[src/rtl/assert_macros.svh]
// Assertion helpers shared by the scheduler modules.
`ifndef ASSERT_MACROS_SVH
`define ASSERT_MACROS_SVH

// Checked on every clock edge outside reset.
`define MLFQ_ASSERT(lbl, clk, rst, prop, msg) \
   lbl: assert property (@(posedge clk) disable iff (rst) prop) else $error(msg);

// Checked on every clock edge, reset included.
`define MLFQ_ASSERT_ALWAYS(lbl, clk, prop, msg) \
   lbl: assert property (@(posedge clk) prop) else $error(msg);

`endif

[src/rtl/mlfq_pkg.sv]
// ----------------------------------------------------------------------------
// Scheduler package
// Payload types, command and status groups and codes of the scheduler.
// ----------------------------------------------------------------------------
package mlfq_pkg;

   localparam logic ACT_LOAD = 1'b0;
   localparam logic ACT_TICK = 1'b1;

   localparam int CSR_IDX_W = 3;
   localparam int CSR_DATA_W = 16;

   localparam logic [CSR_IDX_W-1:0] CSR_JOBS_IN_USE = 3'd0;
   localparam logic [CSR_IDX_W-1:0] CSR_BOOST_PERIOD = 3'd1;
   localparam logic [CSR_IDX_W-1:0] CSR_QUANTUM0 = 3'd2;
   localparam logic [CSR_IDX_W-1:0] CSR_QUANTUM1 = 3'd3;
   localparam logic [CSR_IDX_W-1:0] CSR_QUANTUM2 = 3'd4;

   localparam logic [4:0] RST_JOBS_IN_USE = 5'd0;
   localparam logic [15:0] RST_BOOST_PERIOD = 16'd50;
   localparam logic [7:0] RST_QUANTUM0 = 8'd8;
   localparam logic [7:0] RST_QUANTUM1 = 8'd24;
   localparam logic [7:0] RST_QUANTUM2 = 8'd48;

   localparam logic [7:0] USAGE_MAX = 8'd255;

   typedef struct packed {
      logic        action;
      logic [3:0]  slot;
      logic [31:0] arrival;
      logic [15:0] burst;
   } req_item_type;

   typedef struct packed {
      logic [31:0] tick_time;
      logic        idle;
      logic [3:0]  running_slot;
      logic        first_start;
      logic        finished;
      logic        all_done;
   } rsp_item_type;

   typedef struct packed {
      logic load;
      logic tick;
      logic boost;
      logic scan;
      logic pick;
      logic exec;
      logic emit;
   } dp_cmd_type;

   typedef struct packed {
      logic run_active;
   } dp_status_type;

endpackage

[src/rtl/mlfq_ctrl.sv]
// ----------------------------------------------------------------------------
// Scheduler controller
// Sequences a tick through boost, scan, pick, execute and report steps (only execute and report mid-quantum).
// ----------------------------------------------------------------------------
`include "assert_macros.svh"

module mlfq_ctrl
   import mlfq_pkg::*;
(
   input  logic          clock,
   input  logic          reset,
   input  logic          start,
   input  logic          action,
   input  dp_status_type status,
   output logic          busy,
   output dp_cmd_type    cmd
);

   typedef enum logic [5:0] {
      ST_IDLE  = 6'b000001,
      ST_BOOST = 6'b000010,
      ST_SCAN  = 6'b000100,
      ST_PICK  = 6'b001000,
      ST_EXEC  = 6'b010000,
      ST_EMIT  = 6'b100000
   } state_type;

   state_type state_ff, state_in;
   logic accept;

   assign busy = (state_ff != ST_IDLE);
   assign accept = start && !busy;

   always_comb begin
      state_in = state_ff;
      unique case (state_ff)
         ST_IDLE: begin
            if (accept && action == ACT_TICK) begin
               state_in = status.run_active ? ST_EXEC : ST_BOOST;
            end
         end
         ST_BOOST: state_in = ST_SCAN;
         ST_SCAN:  state_in = ST_PICK;
         ST_PICK:  state_in = ST_EXEC;
         ST_EXEC:  state_in = ST_EMIT;
         ST_EMIT:  state_in = ST_IDLE;
         default:  state_in = ST_IDLE;
      endcase
   end

   always_ff @(posedge clock) begin
      if (reset) begin
         state_ff <= ST_IDLE;
      end else begin
         state_ff <= state_in;
      end
   end

   always_comb begin
      cmd = '0;
      cmd.load = accept && action == ACT_LOAD;
      cmd.tick = accept && action == ACT_TICK;
      cmd.boost = (state_ff == ST_BOOST);
      cmd.scan = (state_ff == ST_SCAN);
      cmd.pick = (state_ff == ST_PICK);
      cmd.exec = (state_ff == ST_EXEC);
      cmd.emit = (state_ff == ST_EMIT);
   end

   `MLFQ_ASSERT_ALWAYS(a_reset_idle, clock, reset |=> !busy, "controller not idle after reset")
   `MLFQ_ASSERT(a_exec_then_emit, clock, reset, cmd.exec |=> cmd.emit, "execute not followed by report")
   `MLFQ_ASSERT(a_tick_busy, clock, reset, cmd.tick |=> busy, "tick transfer did not start work")

endmodule

[src/rtl/mlfq_dp.sv]
// ----------------------------------------------------------------------------
// Scheduler datapath
// Job slot table, configuration registers, boost, selection and tick update.
// ----------------------------------------------------------------------------
`include "assert_macros.svh"

module mlfq_dp
   import mlfq_pkg::*;
#(
   parameter int MAX_JOBS = 16,
   parameter int LEVELS = 4
)(
   input  logic                  clock,
   input  logic                  reset,
   input  dp_cmd_type            cmd,
   input  req_item_type          req_item,
   input  logic                  csr_we,
   input  logic [CSR_IDX_W-1:0]  csr_index,
   input  logic [CSR_DATA_W-1:0] csr_wdata,
   output dp_status_type         status,
   output logic                  rsp_valid,
   output rsp_item_type          rsp_item
);

   localparam int IDX_W = (MAX_JOBS > 1) ? $clog2(MAX_JOBS) : 1;
   localparam int LVL_W = $clog2(LEVELS);
   localparam int CNT_W = $clog2(MAX_JOBS + 1);
   localparam logic [LVL_W-1:0] LAST_LEVEL = LVL_W'(LEVELS - 1);

   logic [4:0]  jobs_ff;
   logic [15:0] boost_period_ff;
   logic [7:0]  quantum0_ff, quantum1_ff, quantum2_ff;

   logic [LVL_W-1:0] level_ff [MAX_JOBS];
   logic [LVL_W-1:0] level_in [MAX_JOBS];
   logic [7:0]       usage_ff [MAX_JOBS];
   logic [7:0]       usage_in [MAX_JOBS];
   logic [15:0]      rem_ff [MAX_JOBS];
   logic [15:0]      rem_in [MAX_JOBS];
   logic [31:0]      arrival_ff [MAX_JOBS];
   logic [MAX_JOBS-1:0] started_ff, started_in;
   logic [MAX_JOBS-1:0] elig_ff;
   logic [MAX_JOBS-1:0] in_use;

   logic [31:0]      now_ff, now_in;
   logic [31:0]      last_boost_ff, last_boost_in;
   logic [IDX_W-1:0] active_ff, active_in;
   logic [15:0]      run_left_ff, run_left_in;
   logic             idle_ff, idle_in;
   logic             first_ff, first_in;
   logic             fin_ff, fin_in;
   logic [CNT_W-1:0] completed_count_ff, completed_count_in;
   logic             rsp_valid_ff;
   rsp_item_type     rsp_item_ff;

   logic             boost_due;
   logic             ld_in_range;
   logic [IDX_W-1:0] ld_idx;
   logic             pick_found;
   logic [IDX_W-1:0] pick_idx;
   logic [15:0]      pick_rem, pick_q;
   logic [LVL_W-1:0] pick_lvl;
   logic [15:0]      ex_rem_dec, ex_run_dec;
   logic [7:0]       ex_usage_inc;
   logic [LVL_W-1:0] ex_lvl;
   logic             ex_demote;
   logic [CNT_W-1:0] slots_used;

   function automatic logic [15:0] level_quantum(input logic [LVL_W-1:0] lv,
                                                 input logic [7:0] q0,
                                                 input logic [7:0] q1,
                                                 input logic [7:0] q2);
      logic [7:0] q;
      if (lv == LVL_W'(0)) begin
         q = q0;
      end else if (lv == LVL_W'(1)) begin
         q = q1;
      end else begin
         q = q2;
      end
      if (q == 8'd0) begin
         q = 8'd1;
      end
      return {8'd0, q};
   endfunction

   always_ff @(posedge clock) begin
      if (reset) begin
         jobs_ff <= RST_JOBS_IN_USE;
         boost_period_ff <= RST_BOOST_PERIOD;
         quantum0_ff <= RST_QUANTUM0;
         quantum1_ff <= RST_QUANTUM1;
         quantum2_ff <= RST_QUANTUM2;
      end else if (csr_we) begin
         unique case (csr_index)
            CSR_JOBS_IN_USE:  jobs_ff <= csr_wdata[4:0];
            CSR_BOOST_PERIOD: boost_period_ff <= csr_wdata;
            CSR_QUANTUM0:     quantum0_ff <= csr_wdata[7:0];
            CSR_QUANTUM1:     quantum1_ff <= csr_wdata[7:0];
            CSR_QUANTUM2:     quantum2_ff <= csr_wdata[7:0];
            default: begin
            end
         endcase
      end
   end

   always_comb begin
      for (int i = 0; i < MAX_JOBS; i++) begin
         in_use[i] = (32'(i) < 32'(jobs_ff));
      end
      slots_used = (32'(jobs_ff) > 32'(MAX_JOBS)) ? CNT_W'(MAX_JOBS) : CNT_W'(jobs_ff);
   end

   assign boost_due = !((now_ff - last_boost_ff) < {16'd0, boost_period_ff});
   assign ld_in_range = (32'(req_item.slot) < 32'(MAX_JOBS));
   assign ld_idx = IDX_W'(req_item.slot);

   always_comb begin
      pick_found = 1'b0;
      pick_idx = '0;
      for (int lv = LEVELS - 1; lv >= 0; lv--) begin
         for (int i = MAX_JOBS - 1; i >= 0; i--) begin
            if (elig_ff[i] && level_ff[i] == LVL_W'(lv)) begin
               pick_found = 1'b1;
               pick_idx = IDX_W'(i);
            end
         end
      end
      pick_rem = rem_ff[pick_idx];
      pick_lvl = level_ff[pick_idx];
      pick_q = (pick_lvl >= LAST_LEVEL) ? pick_rem :
               level_quantum(pick_lvl, quantum0_ff, quantum1_ff, quantum2_ff);
   end

   always_comb begin
      ex_rem_dec = rem_ff[active_ff] - 16'd1;
      ex_usage_inc = (usage_ff[active_ff] < USAGE_MAX) ? usage_ff[active_ff] + 8'd1
                                                       : usage_ff[active_ff];
      ex_run_dec = run_left_ff - 16'd1;
      ex_lvl = level_ff[active_ff];
      ex_demote = (ex_rem_dec != 16'd0) && (ex_run_dec == 16'd0) && (ex_lvl < LAST_LEVEL) &&
                  ({8'd0, ex_usage_inc} >=
                   level_quantum(ex_lvl, quantum0_ff, quantum1_ff, quantum2_ff));
   end

   always_comb begin
      level_in = level_ff;
      usage_in = usage_ff;
      rem_in = rem_ff;
      started_in = started_ff;
      now_in = now_ff;
      last_boost_in = last_boost_ff;
      active_in = active_ff;
      run_left_in = run_left_ff;
      idle_in = idle_ff;
      first_in = first_ff;
      fin_in = fin_ff;
      completed_count_in = completed_count_ff;

      if (cmd.load && ld_in_range) begin
         rem_in[ld_idx] = req_item.burst;
         level_in[ld_idx] = '0;
         usage_in[ld_idx] = '0;
         started_in[ld_idx] = 1'b0;
         if (run_left_ff != 16'd0 && active_ff == ld_idx) begin
            run_left_in = '0;
         end
      end

      if (cmd.tick) begin
         idle_in = 1'b0;
      end

      if (cmd.boost && boost_due) begin
         for (int i = 0; i < MAX_JOBS; i++) begin
            if (in_use[i] && rem_ff[i] != 16'd0) begin
               level_in[i] = '0;
               usage_in[i] = '0;
            end
         end
         last_boost_in = now_ff;
      end

      if (cmd.pick) begin
         idle_in = !pick_found;
         if (pick_found) begin
            active_in = pick_idx;
            run_left_in = (pick_rem < pick_q) ? pick_rem : pick_q;
         end
      end

      if (cmd.exec) begin
         now_in = now_ff + 32'd1;
         first_in = 1'b0;
         fin_in = 1'b0;
         if (!idle_ff) begin
            first_in = !started_ff[active_ff];
            started_in[active_ff] = 1'b1;
            rem_in[active_ff] = ex_rem_dec;
            usage_in[active_ff] = ex_usage_inc;
            run_left_in = ex_run_dec;
            if (ex_rem_dec == 16'd0) begin
               fin_in = 1'b1;
               run_left_in = '0;
            end else if (ex_demote) begin
               level_in[active_ff] = ex_lvl + LVL_W'(1);
               usage_in[active_ff] = '0;
            end
         end
      end

      if (cmd.emit) begin
         completed_count_in = '0;
         for (int i = 0; i < MAX_JOBS; i++) begin
            if (in_use[i] && rem_ff[i] == 16'd0) begin
               completed_count_in = completed_count_in + CNT_W'(1);
            end
         end
      end
   end

   always_ff @(posedge clock) begin
      if (reset) begin
         for (int i = 0; i < MAX_JOBS; i++) begin
            level_ff[i] <= '0;
            usage_ff[i] <= '0;
            rem_ff[i] <= '0;
         end
         started_ff <= '0;
         now_ff <= '0;
         last_boost_ff <= '0;
         active_ff <= '0;
         run_left_ff <= '0;
         idle_ff <= 1'b0;
         first_ff <= 1'b0;
         fin_ff <= 1'b0;
         completed_count_ff <= '0;
         rsp_valid_ff <= 1'b0;
      end else begin
         level_ff <= level_in;
         usage_ff <= usage_in;
         rem_ff <= rem_in;
         started_ff <= started_in;
         now_ff <= now_in;
         last_boost_ff <= last_boost_in;
         active_ff <= active_in;
         run_left_ff <= run_left_in;
         idle_ff <= idle_in;
         first_ff <= first_in;
         fin_ff <= fin_in;
         completed_count_ff <= completed_count_in;
         rsp_valid_ff <= cmd.emit;
      end
   end

   always_ff @(posedge clock) begin
      if (cmd.load && ld_in_range) begin
         arrival_ff[ld_idx] <= req_item.arrival;
      end
      if (cmd.scan) begin
         for (int i = 0; i < MAX_JOBS; i++) begin
            elig_ff[i] <= in_use[i] && rem_ff[i] != 16'd0 && arrival_ff[i] <= now_ff;
         end
      end
      if (cmd.emit) begin
         rsp_item_ff.tick_time <= now_ff - 32'd1;
         rsp_item_ff.idle <= idle_ff;
         rsp_item_ff.running_slot <= idle_ff ? 4'd0 : 4'(active_ff);
         rsp_item_ff.first_start <= first_ff;
         rsp_item_ff.finished <= fin_ff;
         rsp_item_ff.all_done <= (completed_count_in >= slots_used);
      end
   end

   assign status.run_active = (run_left_ff != 16'd0);
   assign rsp_valid = rsp_valid_ff;
   assign rsp_item = rsp_item_ff;

   `MLFQ_ASSERT(a_rsp_pulse, clock, reset, rsp_valid_ff |=> !rsp_valid_ff,
                "result strobe longer than one cycle")
   `MLFQ_ASSERT(a_run_within_rem, clock, reset,
                (run_left_ff != 16'd0) |-> (run_left_ff <= rem_ff[active_ff]),
                "quantum exceeds remaining work")
   `MLFQ_ASSERT(a_emit_after_exec, clock, reset, cmd.emit |-> $past(cmd.exec),
                "report without execute step")

endmodule

[src/rtl/mlfq_tick_scheduler.sv]
// ----------------------------------------------------------------------------
// Multilevel feedback queue tick scheduler
// Four-level feedback queue scheduler over a table of job slots.
// ----------------------------------------------------------------------------
// A load transfer is taken in the cycle start is seen and busy stays low, so
// loads may follow each other every cycle and produce no result. A tick
// transfer keeps busy high while it works: when a quantum is in progress the
// controller goes straight to its execute and report steps; otherwise the
// block walks through its boost, eligibility scan and priority pick steps in
// the controller's sequence first. The result strobe is registered from the
// report step. Each result is on rsp_item for exactly one cycle with rsp_valid
// high, and the receiver cannot stall it. Configuration writes take effect at
// the clock edge where csr_we is high and must only be made while busy is low.

module mlfq_tick_scheduler
   import mlfq_pkg::*;
#(
   parameter int MAX_JOBS = 16,
   parameter int LEVELS = 4
)(
   input  logic                  clock,
   input  logic                  reset,
   input  logic                  start,
   output logic                  busy,
   input  req_item_type          req_item,
   output logic                  rsp_valid,
   output rsp_item_type          rsp_item,
   input  logic                  csr_we,
   input  logic [CSR_IDX_W-1:0]  csr_index,
   input  logic [CSR_DATA_W-1:0] csr_wdata
);

   dp_cmd_type    cmd;
   dp_status_type status;

   mlfq_ctrl u_ctrl (
      .clock  (clock),
      .reset  (reset),
      .start  (start),
      .action (req_item.action),
      .status (status),
      .busy   (busy),
      .cmd    (cmd)
   );

   mlfq_dp #(
      .MAX_JOBS (MAX_JOBS),
      .LEVELS   (LEVELS)
   ) u_dp (
      .clock     (clock),
      .reset     (reset),
      .cmd       (cmd),
      .req_item  (req_item),
      .csr_we    (csr_we),
      .csr_index (csr_index),
      .csr_wdata (csr_wdata),
      .status    (status),
      .rsp_valid (rsp_valid),
      .rsp_item  (rsp_item)
   );

endmodule

[config.mk]
export PLATFORM = sky130hd
export DESIGN_NAME = mlfq_tick_scheduler
export DESIGN_NICKNAME = d
export VERILOG_FILES = /design/src/rtl/mlfq_pkg.sv /design/src/rtl/mlfq_ctrl.sv /design/src/rtl/mlfq_dp.sv /design/src/rtl/mlfq_tick_scheduler.sv
export VERILOG_INCLUDE_DIRS = /design/src /design/src/rtl
export SDC_FILE = /design/constraint.sdc
export NUM_CORES = 2
export LEC_CHECK = 0
export ABC_AREA = 1
export BUFFER_PORTS_ARGS = -buffer_cell sky130_fd_sc_hd__buf_2
export CORE_MARGIN = 1.5
export CORE_UTILIZATION = 40
export DETAILED_ROUTE_END_ITERATION = 7
export PLACE_DENSITY_LB_ADDON = 0.08
export SLEW_MARGIN = 20
export SYNTH_ARGS = -nofsm -noshare
export SYNTH_HDL_FRONTEND = slang
export SYNTH_HIERARCHICAL = 1
export SYNTH_SLANG_ARGS = --single-unit
[constraint.sdc]
create_clock -name clock -period 30.5 [get_ports clock]
set_clock_uncertainty 0.15 [all_clocks]
set_input_delay 4.575 -clock clock [delete_from_list [all_inputs] [get_ports clock]]
set_output_delay 4.575 -clock clock [all_outputs]
set_load 0.03 [all_outputs]
==> impl_metrics.csv <==
group,metric,value,unit
power_and_ir_drop,p_int,2.63,mW
critical_path,crit_family,"adder cells",
sta,slew_viol_final,0,
clock_tree,path_clk_slew,0.06,ns
clock_tree,cts_resized,0,
synthesis,synth_edf_count,568,
critical_path,crit_path_max_fanout,4,
cells_and_area,multi_input_area,31900,sq um
sta,max_freq,87.6,MHz
cells_and_area,layout-drive-gt1-share,0.0686,
drt,drc,0,
sta,worst_slew_pin_slew,1.29,ns
grt,grt_pass1_vias,54400,
sta,timing.final.crit_period,11.41,ns
sta,rsz0062_at_grt,"no",
synthesis,synth_warnings,6,
clock_tree,postCtsSetupRepairBufs,0,
critical_path,crit_path_start_kind,"flip-flop",
cells_and_area,regArea,28600,sq um
critical_path,cp_common_cell,"ha_1",
cells_and_area,fin_cells,10000,
placement,portBuffers,117,
clock_tree,cts_tree,"done",
power_and_ir_drop,finalPower,3.49,mW
drt,drt-initial-drc-count,6606,
power_and_ir_drop,netSwitchingPower,0.856,mW
synthesis,yosys.cell_types.count,62,
clock_tree,cts.sinks,1144,
clock_tree,hold_buffers,0,
critical_path,cp_data_arrival_time,11.79,ns
sta,hold_ws,0.282,ns
synthesis,synth_seq_cells,1144,
placement,placed_cell_area,68300,sq um
clock_tree,h-tree-depth,4,
placement,gp_congestion,0.966,
drt,ant_nets,0,
die,die-area,166000,sq um
clock_tree,cts_made_buffers,138,
synthesis,syn-instance-count,7713,
clock_tree,clk_path_buf_depth,3,
die,ioPinCount,118,
drt,post_drt_via_cell_ratio,5.86,
grt,antenna_found_initial,12,
power_and_ir_drop,p_per_area,48.0,nW/um^2
sta,slew_headroom,0.134,
sta,setup_viol,0,
critical_path,cp_slowest_cell,"nor4_1",
sta,period_share,0.374,
sta,tns,0,ns
cells_and_area,fin_nets,8425,
die,die_x,407,microns
critical_path,cp_slowest_stage_delay,0.59,ns
power_and_ir_drop,pwr-share-seq,0.467,
die,coreArea,162000,sq um
run_status,status,"finished, final reports clean",
synthesis,syn_avg_cell_area,8.46,sq um
grt,overflow,0,
drt,via_count,58800,
synthesis,synth-async-reset-ratio,0,
cells_and_area,area_growth,11.5,%
placement,dpl.hpwl,179,mm
cells_and_area,fillers,15900,
placement,dp_cells,9779,
sta,hold_viol_final,0,
power_and_ir_drop,leakagePower,29.2,nW
power_and_ir_drop,p_comb_frac,0.064,
grt,grt_max_degree,183,
run,cap_violations,0,
cells_and_area,finalInstanceArea,72700,sq um
critical_path,cp_num_buf_inv,10,
clock_tree,clockRootBuffer,"clkbuf_16",
die,row_count,148,
drt,dr.pass1.iters,8,
critical_path,critical_path_class,"reg2reg",
synthesis,syn_nets,8394,
synthesis,ys.flop_type,"dfxtp_1",
drt,wire_per_inst,25.9,microns
critical_path,cp-end-kind,"flip-flop",
die,die_y,407,microns
power_and_ir_drop,swShare,0.245,
critical_path,cp_data_required_time,30.88,ns
worst_hold_path,hold_path_class,"reg2reg",
drt,wirelength,260,mm
die,initial_utilization,0.402,
grt,grt_pass1_wl,375,mm
synthesis,syn_area,65200,sq um
power_and_ir_drop,peakVddDrop,0.0584,mV
synthesis,synth-seq-area-share,0.438,
clock_tree,clock_latency,0.81,ns
power_and_ir_drop,clockPowerShare,0.470,
grt,track_usage,0.310,
## cells by family (layout without fill, tap and decap cells)
group	Yosys count	count (layout)	synth area share
xor gates and xnor gates	105	105	0.0141
AOI/OAI and AO/OA	2135	2135	0.193
other	0	5	0
and+or+nand+nor	2440	2440	0.163
buffers and inverters	1283	1426	0.0750
muxes	1	1	0.000153
DFF	1144	1144	0.438
adders and majority gates	605	605	0.116
## state kept, by name, summed over array words and instances, names as in the netlist, 32 cells and up
name	flops
u_dp/usage_ff	128
u_dp/level_ff	32
u_dp/now_ff	32
u_dp/rsp_item	40
u_dp/arrival_ff	512
u_dp/last_boost_ff	32
u_dp/rem_ff	256
## Yosys cell counts (24+ instances only)
cell,instances,area (sq um)
nor2_1,390,1460
edfxtp_1,568,17100
a21oi_1,762,3810
xnor2_1,25,219
dfxtp_1,576,11500
o22ai_1,127,795
a22oi_1,38,285
nor4_1,94,588
nor3_1,88,440
o221ai_1,79,692
nand2_1,1215,4560
nand4_1,165,1030
nand3_1,440,2200
clkinv_1,24,90.1
inv_1,889,3340
o21ai_0,634,3170
ha_1,604,7560
clkbuf_1,322,1210
a221oi_1,53,464
a211oi_1,69,518
xor2_1,80,701
o211ai_1,248,1860
## final timing paths
| path | start | to | depth (start not counted) | slack, ns |
|---|---|---|---|---|
| worst max-delay path | u_dp/rem_ff[236] | u_dp/rsp_item[0] | 52 | 19.09 |
| worst min-delay path | u_dp/first_ff | u_dp/rsp_item[2] | 0 | 0.28 |
| worst max register to register | u_dp/rem_ff[236] | u_dp/rsp_item[0] | 52 | 19.09 |
| worst min register to register | u_dp/first_ff | u_dp/rsp_item[2] | 0 | 0.28 |
## per-stage QoR
| step | setup WS [ns] | utilization |
|---|---|---|
| final | 19.09 | 0.448 |
| after global routing | 18.24 | 0.448 |
| after CTS | 19.10 | 0.448 |
| after detailed placement | 19.14 | 0.421 |
| after global placement | 19.25 | 0.421 |
| after floorplan | 20.75 | - |
## layout by cell type (no fill, tap or decap), drive strengths merged, types with 6 or more instances in the layout
cell type,netlist,routed
buf,45,257
a21o,6,6
o21bai,19,19
o21ai,642,642
nor2,395,395
clkbuf,322,187
o311ai,26,26
o211ai,248,248
clkinv,24,67
o221ai,79,79
nand4,165,165
nor3,88,88
nand2,1225,1225
bufinv,0,7
o22ai,127,127
inv,892,904
a22oi,38,38
nand3,442,442
or2,12,12
xor2,80,80
o2111ai,15,15
ha,604,604
edfxtp,568,568
a31oi,23,23
dfxtp,576,576
xnor2,25,25
nor4,94,94
a21oi,766,766
a211oi,69,69
a221oi,53,53
## routing by layer
| metal | vias to the layer above | track usage | wire, microns | share of wire |
|---|---|---|---|---|
| li1 | 27500 | - | - | - |
| met1 | 28300 | 0.406 | 110000 | 0.42 |
| met2 | 2476 | 0.489 | 117000 | 0.45 |
| met3 | 506 | 0.0541 | 19400 | 0.074 |
| met4 | 12 | 0.156 | 13900 | 0.054 |
| met5 | - | 0 | 80 | 0.00031 |
## power by group through the flow
stage / Clock [mW] / Combinational, mW / Sequential [mW]
floorplan: 0 / 0.138 / 1.66
global placement: 0 / 0.219 / 1.66
detailed placement: 0 / 0.220 / 1.66
CTS: 1.67 / 0.221 / 1.63
global route: 1.73 / 0.248 / 1.63
finish: 1.64 / 0.222 / 1.63
## cell type report
class / count / share of cell area
clock buffer: 186 / 0.0534
timing repair buffer: 258 / 0.0229
antenna: 5 / 0.000172
multi-input combinational: 5286 / 0.439
sequential: 1144 / 0.393
clock inverter: 66 / 0.00715
inverter: 916 / 0.0475
tap: 2175 / 0.0374
(Power assumes the default switching activity.)
